### src/design/mdio_prf_pkg.sv
// shared types, constants and reset table for the mdio controller with phy register file
package mdio_prf_pkg;

	// default size of the internal phy register file
	localparam int unsigned PHY_REG_COUNT_DEF = 32;

	// command word layout
	localparam int unsigned BUSY_BIT   = 29;
	localparam int unsigned OP_RD_BIT  = 27;
	localparam int unsigned OP_WR_BIT  = 26;
	localparam int unsigned PHY_LSB    = 21;
	localparam int unsigned REG_LSB    = 16;
	localparam int unsigned FIELD_W    = 5;
	localparam int unsigned PHY_DATA_W = 16;

	localparam logic [PHY_DATA_W-1:0] DATA_ALL_ONES = 16'hffff;
	localparam logic [FIELD_W-1:0]    RESP_ADDR_RST = 5'h01;

	// bus access kinds
	localparam logic OP_READ  = 1'b0;
	localparam logic OP_WRITE = 1'b1;

	// window offsets
	localparam logic [3:0] OFS_CMD = 4'h0;
	localparam logic [3:0] OFS_CFG = 4'h4;

	// output register occupancy
	typedef enum logic {
		ST_EMPTY,
		ST_FULL
	} ctrl_state_t;

	// controller to datapath command
	typedef struct packed {
		logic exec;
	} dp_cmd_t;

	// phy register file contents after reset: status and id words preset
	function automatic logic [PHY_DATA_W-1:0] rf_reset_word(input int unsigned idx);
		logic [PHY_DATA_W-1:0] w;
		case (idx)
			1:       w = 16'h796d;
			2:       w = 16'h600d;
			3:       w = 16'h84a2;
			default: w = '0;
		endcase
		return w;
	endfunction

endpackage

### src/design/mdio_prf_ctrl.sv
// controller for the mdio controller: input handshake and output register occupancy
module mdio_prf_ctrl (
	input  logic                   clk,
	input  logic                   arst_n,
	input  logic                   s_tvalid,
	output logic                   s_tready,
	output logic                   m_tvalid,
	input  logic                   m_tready,
	output mdio_prf_pkg::dp_cmd_t  cmd
);
	import mdio_prf_pkg::*;

	ctrl_state_t state_q, state_d;

	// state register
	always_ff @(posedge clk or negedge arst_n) begin
		if (!arst_n) begin
			state_q <= ST_EMPTY;
		end else begin
			state_q <= state_d;
		end
	end

	// next state and handshake outputs
	always_comb begin
		state_d  = state_q;
		s_tready = 1'b0;
		m_tvalid = 1'b0;
		cmd.exec = 1'b0;
		case (state_q)
			ST_EMPTY: begin
				s_tready = 1'b1;
				if (s_tvalid) begin
					cmd.exec = 1'b1;
					state_d  = ST_FULL;
				end
			end
			ST_FULL: begin
				m_tvalid = 1'b1;
				s_tready = m_tready;
				if (m_tready) begin
					if (s_tvalid) begin
						cmd.exec = 1'b1;
					end else begin
						state_d = ST_EMPTY;
					end
				end
			end
			default: begin
				state_d = ST_EMPTY;
			end
		endcase
	end

endmodule

### src/design/mdio_prf_dp.sv
// datapath for the mdio controller: window registers, phy register file and result register
module mdio_prf_dp #(
	parameter int unsigned PHY_REG_COUNT = mdio_prf_pkg::PHY_REG_COUNT_DEF
) (
	input  logic                               clk,
	input  logic                               arst_n,
	input  mdio_prf_pkg::dp_cmd_t              cmd,
	input  logic                               opcode,
	input  logic [3:0]                         offset,
	input  logic [31:0]                        write_data,
	input  logic                               cfg_we,
	input  logic [mdio_prf_pkg::FIELD_W-1:0]   cfg_wdata,
	output logic [31:0]                        read_data
);
	import mdio_prf_pkg::*;

	localparam int unsigned REG_AW = $clog2(PHY_REG_COUNT);

	logic [31:0]             cmd_q;
	logic [31:0]             clk_cfg_q;
	logic [FIELD_W-1:0]      resp_addr_q;
	logic [PHY_DATA_W-1:0]   rf_q [PHY_REG_COUNT];
	logic [31:0]             rdata_q;

	logic [FIELD_W-1:0]      phy_addr;
	logic [REG_AW-1:0]       reg_idx;
	logic [PHY_DATA_W-1:0]   rf_word;
	logic                    cmd_wr;
	logic                    cmd_load;
	logic [31:0]             cmd_d;
	logic                    rf_we;
	logic [31:0]             rdata_d;

	// decode of a command write
	assign phy_addr = write_data[PHY_LSB +: FIELD_W];
	assign reg_idx  = write_data[REG_LSB +: REG_AW];
	assign rf_word  = rf_q[reg_idx];
	assign cmd_wr   = cmd.exec && (opcode == OP_WRITE) && (offset == OFS_CMD);

	// command register update and phy file write
	always_comb begin
		cmd_load = 1'b0;
		rf_we    = 1'b0;
		cmd_d    = write_data;
		if (cmd_wr) begin
			if (phy_addr != resp_addr_q) begin
				cmd_load = 1'b1;
				cmd_d    = {write_data[31:PHY_DATA_W], DATA_ALL_ONES};
			end else if (write_data[OP_RD_BIT]) begin
				cmd_load = 1'b1;
				cmd_d    = {write_data[31:PHY_DATA_W], rf_word};
			end else if (write_data[OP_WR_BIT]) begin
				cmd_load = 1'b1;
				rf_we    = 1'b1;
			end
		end
	end

	// read result
	always_comb begin
		rdata_d = '0;
		if (opcode == OP_READ) begin
			case (offset)
				OFS_CMD: begin
					rdata_d           = cmd_q;
					rdata_d[BUSY_BIT] = 1'b0;
				end
				OFS_CFG: rdata_d = clk_cfg_q;
				default: rdata_d = '0;
			endcase
		end
	end

	// window registers
	always_ff @(posedge clk or negedge arst_n) begin
		if (!arst_n) begin
			cmd_q       <= '0;
			clk_cfg_q   <= '0;
			resp_addr_q <= RESP_ADDR_RST;
		end else begin
			if (cmd_load) begin
				cmd_q <= cmd_d;
			end
			if (cmd.exec && (opcode == OP_WRITE) && (offset == OFS_CFG)) begin
				clk_cfg_q <= write_data;
			end
			if (cfg_we) begin
				resp_addr_q <= cfg_wdata;
			end
		end
	end

	// phy register file, preset at reset
	always_ff @(posedge clk or negedge arst_n) begin
		if (!arst_n) begin
			for (int unsigned i = 0; i < PHY_REG_COUNT; i++) begin
				rf_q[i] <= rf_reset_word(i);
			end
		end else if (rf_we) begin
			rf_q[reg_idx] <= write_data[PHY_DATA_W-1:0];
		end
	end

	// result register
	always_ff @(posedge clk) begin
		if (cmd.exec) begin
			rdata_q <= rdata_d;
		end
	end

	assign read_data = rdata_q;

`ifndef SYNTHESIS
	// a write transfer always answers zero
	assert property (@(posedge clk) disable iff (!arst_n)
		(cmd.exec && (opcode == OP_WRITE)) |=> (rdata_q == '0))
		else $error("write transfer returned nonzero data");

	// a command read never shows busy
	assert property (@(posedge clk) disable iff (!arst_n)
		(cmd.exec && (opcode == OP_READ) && (offset == OFS_CMD)) |=> !rdata_q[BUSY_BIT])
		else $error("command read shows busy bit");

	// the phy file only changes on an accepted command write
	assert property (@(posedge clk) disable iff (!arst_n)
		!cmd_wr |=> (rf_q[$past(reg_idx)] == $past(rf_word)))
		else $error("phy register file changed without a command write");
`endif

endmodule

### src/design/mdio_controller_with_phy_regfile_unit.sv
// top level of the mdio management controller with internal phy register file
//
//  channel   dir  handshake              payload
//  s_        in   s_tvalid / s_tready    s_tdata write_data, s_tuser opcode, offset
//  m_        out  m_tvalid / m_tready    m_tdata read_data
//  cfg_      in   cfg_we                 cfg_wdata responding phy address
//
// one transfer per cycle while the result is taken; the result is presented in the cycle after acceptance.
// the whole access completes in the accept cycle, the one-entry result register
// sets the figure and lets a new transfer in while the result is being taken.
// reset presets the phy register file in flops (status and id words), no sweep.
// when the result is stalled, input is held off until it is taken.
module mdio_controller_with_phy_regfile_unit #(
	parameter int unsigned PHY_REG_COUNT = mdio_prf_pkg::PHY_REG_COUNT_DEF
) (
	input  logic                              clk,
	input  logic                              arst_n,
	input  logic                              s_tvalid,
	output logic                              s_tready,
	input  logic [31:0]                       s_tdata,   // [31:0] write_data
	input  logic [7:0]                        s_tuser,   // [0] opcode, [4:1] offset, [7:5] zero
	output logic                              m_tvalid,
	input  logic                              m_tready,
	output logic [31:0]                       m_tdata,   // [31:0] read_data
	input  logic                              cfg_we,
	input  logic [mdio_prf_pkg::FIELD_W-1:0]  cfg_wdata
);
	import mdio_prf_pkg::*;

	dp_cmd_t cmd;

	// handshake controller
	mdio_prf_ctrl u_ctrl (
		.clk      (clk),
		.arst_n   (arst_n),
		.s_tvalid (s_tvalid),
		.s_tready (s_tready),
		.m_tvalid (m_tvalid),
		.m_tready (m_tready),
		.cmd      (cmd)
	);

	// registers and phy file
	mdio_prf_dp #(
		.PHY_REG_COUNT (PHY_REG_COUNT)
	) u_dp (
		.clk        (clk),
		.arst_n     (arst_n),
		.cmd        (cmd),
		.opcode     (s_tuser[0]),
		.offset     (s_tuser[4:1]),
		.write_data (s_tdata),
		.cfg_we     (cfg_we),
		.cfg_wdata  (cfg_wdata),
		.read_data  (m_tdata)
	);

endmodule
### config.mk
export PLATFORM = sky130hd
export DESIGN_NAME = mdio_controller_with_phy_regfile_unit
export DESIGN_NICKNAME = d
export VERILOG_FILES = /design/src/design/mdio_prf_pkg.sv /design/src/design/mdio_prf_ctrl.sv /design/src/design/mdio_prf_dp.sv /design/src/design/mdio_controller_with_phy_regfile_unit.sv
export SDC_FILE = /design/constraint.sdc
export NUM_CORES = 1
export LEC_CHECK = 0
export ABC_AREA = 1
export ABC_CLOCK_PERIOD_IN_PS = 3800
export BUFFER_PORTS_ARGS = -buffer_cell sky130_fd_sc_hd__buf_2
export CORE_ASPECT_RATIO = 0.6
export CORE_MARGIN = 2
export CORE_UTILIZATION = 60
export DETAILED_ROUTE_END_ITERATION = 7
export HOLD_SLACK_MARGIN = 0.08
export PLACE_DENSITY = 0.87
export SETUP_SLACK_MARGIN = 0.02
export SLEW_MARGIN = 25
export SYNTH_ARGS = -nofsm -noshare
export SYNTH_HDL_FRONTEND = slang
export SYNTH_SLANG_ARGS = --single-unit
### constraint.sdc
create_clock -name clk -period 3.8 [get_ports clk]
set_input_delay 0.95 -clock clk [delete_from_list [all_inputs] [get_ports clk]]
set_output_delay 0.95 -clock clk [all_outputs]
set_load 0.1 [all_outputs]
==> reports/qor.txt <==
Die ar.: 49900 um^2
DRC: 0
CTS tree: done
Post-CTS Setup Bufs: 0
Status: finished clean
Clk slew on worst S/H paths: 0.07 ns
CP arrival: 3.13 ns
CP Capture Type: register
Clock Tree Root: clkbuf_16
Avg Inst Size Synth: 7.64 um^2
Die height: 174 um
Max_slew headroom: 28.3%
Final period utilization: 70.7%
Min Hold Slack: 0.348 ns
Unique masters post-synth: 30
Hold buffers post-CTS: 0
Cell count after placement: 4329
Post-DP HPWL: 49500 um
Area Growth Syn to Fin: 9.56%
MaxCap Viol Count: 0
Placer Congestion: 0.917
Endpoints failing setup: 0
Setup Skew: 0.0130 ns
Buffers on Ports: 80
N_diodes: 0
Register area share after synthesis: 53.8%
Synthesized cell area: 28900 um^2
Setup crit start kind: primary input
ANT nets after route: 0
Worst hold path class: primary input to asynchronous set/reset pin
Min Tclk post-route: 2.69 ns
Layout cell share with drive strength beyond 1: 9.83%
Least-Margin Pin Slew: 1.07 ns
Commonest non-fill, non-tap cell in the layout: nand2_1
Initial antenna violation count: 1
Power density cells: 419 nW/um^2
Die X: 287 um
RSZ-0062 raised after global routing: no
Commonest non-fill, non-tap cells in the layout: 1967 x nand2_1, 560 x dfrtp_1, 495 x o21ai_1
FILL cells: 3664
Rows: 62
Starting Density: 60.6%
Vias in the first global route: 24700
Drt pass-1 iters: 6
Yosys reg bits: 613
CTS Sinks: 613
Final core utilization: 66.4%
Routed wire length: 81700 um
Fmax: 372 MHz
Fin. Hold Viols: 0
First-pass GRT wire length: 130000 um
Total vias in the final route: 25900
Avg WL per Cell: 18.5 um
CTS H-tree lvls: 2
Cells after Synth: 3777
Post-CTS Resized: 0
TritonCTS Buffers: 52
Leakage power: 15.9 nW
Critical path class: primary input to register
Non-Filler Instances: 4424
Clock latency on the worst-skew pair: 0.59 ns
Core area: 47600 um^2
Initial DRC Count: 3355
IO Count: 84
Syn Nets: 3827
Synth Warn #: 0
Power, Total: 13.2 mW
Fin. max-slew vios: 0
Worst EP required: 4.25 ns
Total GRT Usage: 32.8%
TNS Setup: 0 ns
CTS max path bufs: 3
Nets: 3793
Post-DR vias/cell: 5.85
GRT overflow: 0
Worst vdd ir: 350 uV
Worst Path Max Fanout: 66
Largest net degree at the start of global routing: 106
## critical path, stage by stage
cell and delay (ns):
buf_4 0.11, buf_4 0.72, nand2_1 0.46, nor2_1 0.23, nand3_2 0.15, buf_4 0.32
nand2_1 0.11, o21ai_1 0.07
## synthesized netlist by cell type, drive strengths merged
| cell | instances | area (um^2) |
|---|---|---|
| nand2 | 1969 | 7400 |
| dfrtp | 560 | 14000 |
| o21ai | 554 | 2770 |
| buf | 140 | 718 |
| clkbuf | 137 | 514 |
| inv | 94 | 353 |
| nor2 | 81 | 319 |
| a21oi | 64 | 320 |
| nand3 | 59 | 445 |
| edfxtp | 32 | 961 |
| or2 | 26 | 163 |
| dfstp | 21 | 552 |
| nand4 | 17 | 106 |
| nor3 | 10 | 126 |
| o22ai | 5 | 31.3 |
| mux2 | 3 | 33.8 |
| xnor2 | 3 | 26.3 |
| clkinv | 1 | 5.00 |
| nand3b | 1 | 7.51 |
## state kept, by name (all words and copies together) (netlist names)
signal / cells
u_dp.clk_cfg_q: 32
u_ctrl.state_q: 1
u_dp.rf_q: 512
u_dp.resp_addr_q: 5
u_dp.cmd_q: 31
u_dp.read_data: 32
## kinds of logic (layout without fill, tap and decap cells)
| kind of cell | count (synthesis) | count (layout) | share of synthesized area, % |
|---|---|---|---|
| AND/OR/NAND/NOR | 2163 | 2163 | 29.7 |
| multiplexers | 3 | 3 | 0.117 |
| XOR/XNOR | 3 | 3 | 0.0910 |
| AO/OA/AOI/OAI | 623 | 623 | 10.8 |
| buffers and inverters | 372 | 379 | 5.51 |
| flip-flops | 613 | 613 | 53.8 |
## metrics by stage
step,cell area [um^2],worst slack (ns)
after global routing,31600,1.09
after floorplan,28900,0.549
after detailed placement,29900,0.620
after global placement,29900,0.685
final,31600,1.11
after CTS,31600,1.22
## layer usage
| metal | GRT usage [%] | vias up | share of wire, % |
|---|---|---|---|
| met5 | 0 | - | 0.012 |
| li1 | - | 11800 | - |
| met4 | 12.8 | 2 | 4.0 |
| met2 | 48.4 | 1507 | 43 |
| met3 | 8.52 | 272 | 12 |
| met1 | 46.6 | 12300 | 41 |
## area by class of cell
cell class	instances	area, um^2	area share, %
clock buffers	81	1520	4.81
clock inverters	14	170	0.538
inverters	95	368	1.16
multi-input cells	2792	11800	37.2
flip-flops and latches	613	15500	49.1
well taps	640	801	2.53
repair buffers	189	1470	4.63
## final timing paths
kind / from / endpoint / slack (ns) / depth (start not counted)
setup reg to reg: u_dp.resp_addr_q[4]$_DFFE_PN0P_ / u_dp.rf_q[470]$_DFFE_PN0P_ / 1.39 / 8
max in group asynchronous: arst_n / u_dp.rf_q[486]$_DFFE_PN1P_ / 2.37 / 3
hold reg to reg: u_dp.rf_q[486]$_DFFE_PN1P_ / u_dp.rf_q[486]$_DFFE_PN1P_ / 0.47 / 2
setup / recovery: s_tdata[17] / u_dp.rf_q[454]$_DFFE_PN0P_ / 1.11 / 8
min in group clk: u_dp.rf_q[486]$_DFFE_PN1P_ / u_dp.rf_q[486]$_DFFE_PN1P_ / 0.47 / 2
hold / removal: arst_n / u_dp.rf_q[173]$_DFFE_PN0P_ / 0.35 / 1
## where the power goes
part / switching [mW] / internal (mW)
logic: 0.785 / 0.197
clock network: 2.43 / 3.02
registers: 0.0726 / 6.74
Power figures use the tool's default switching activity.
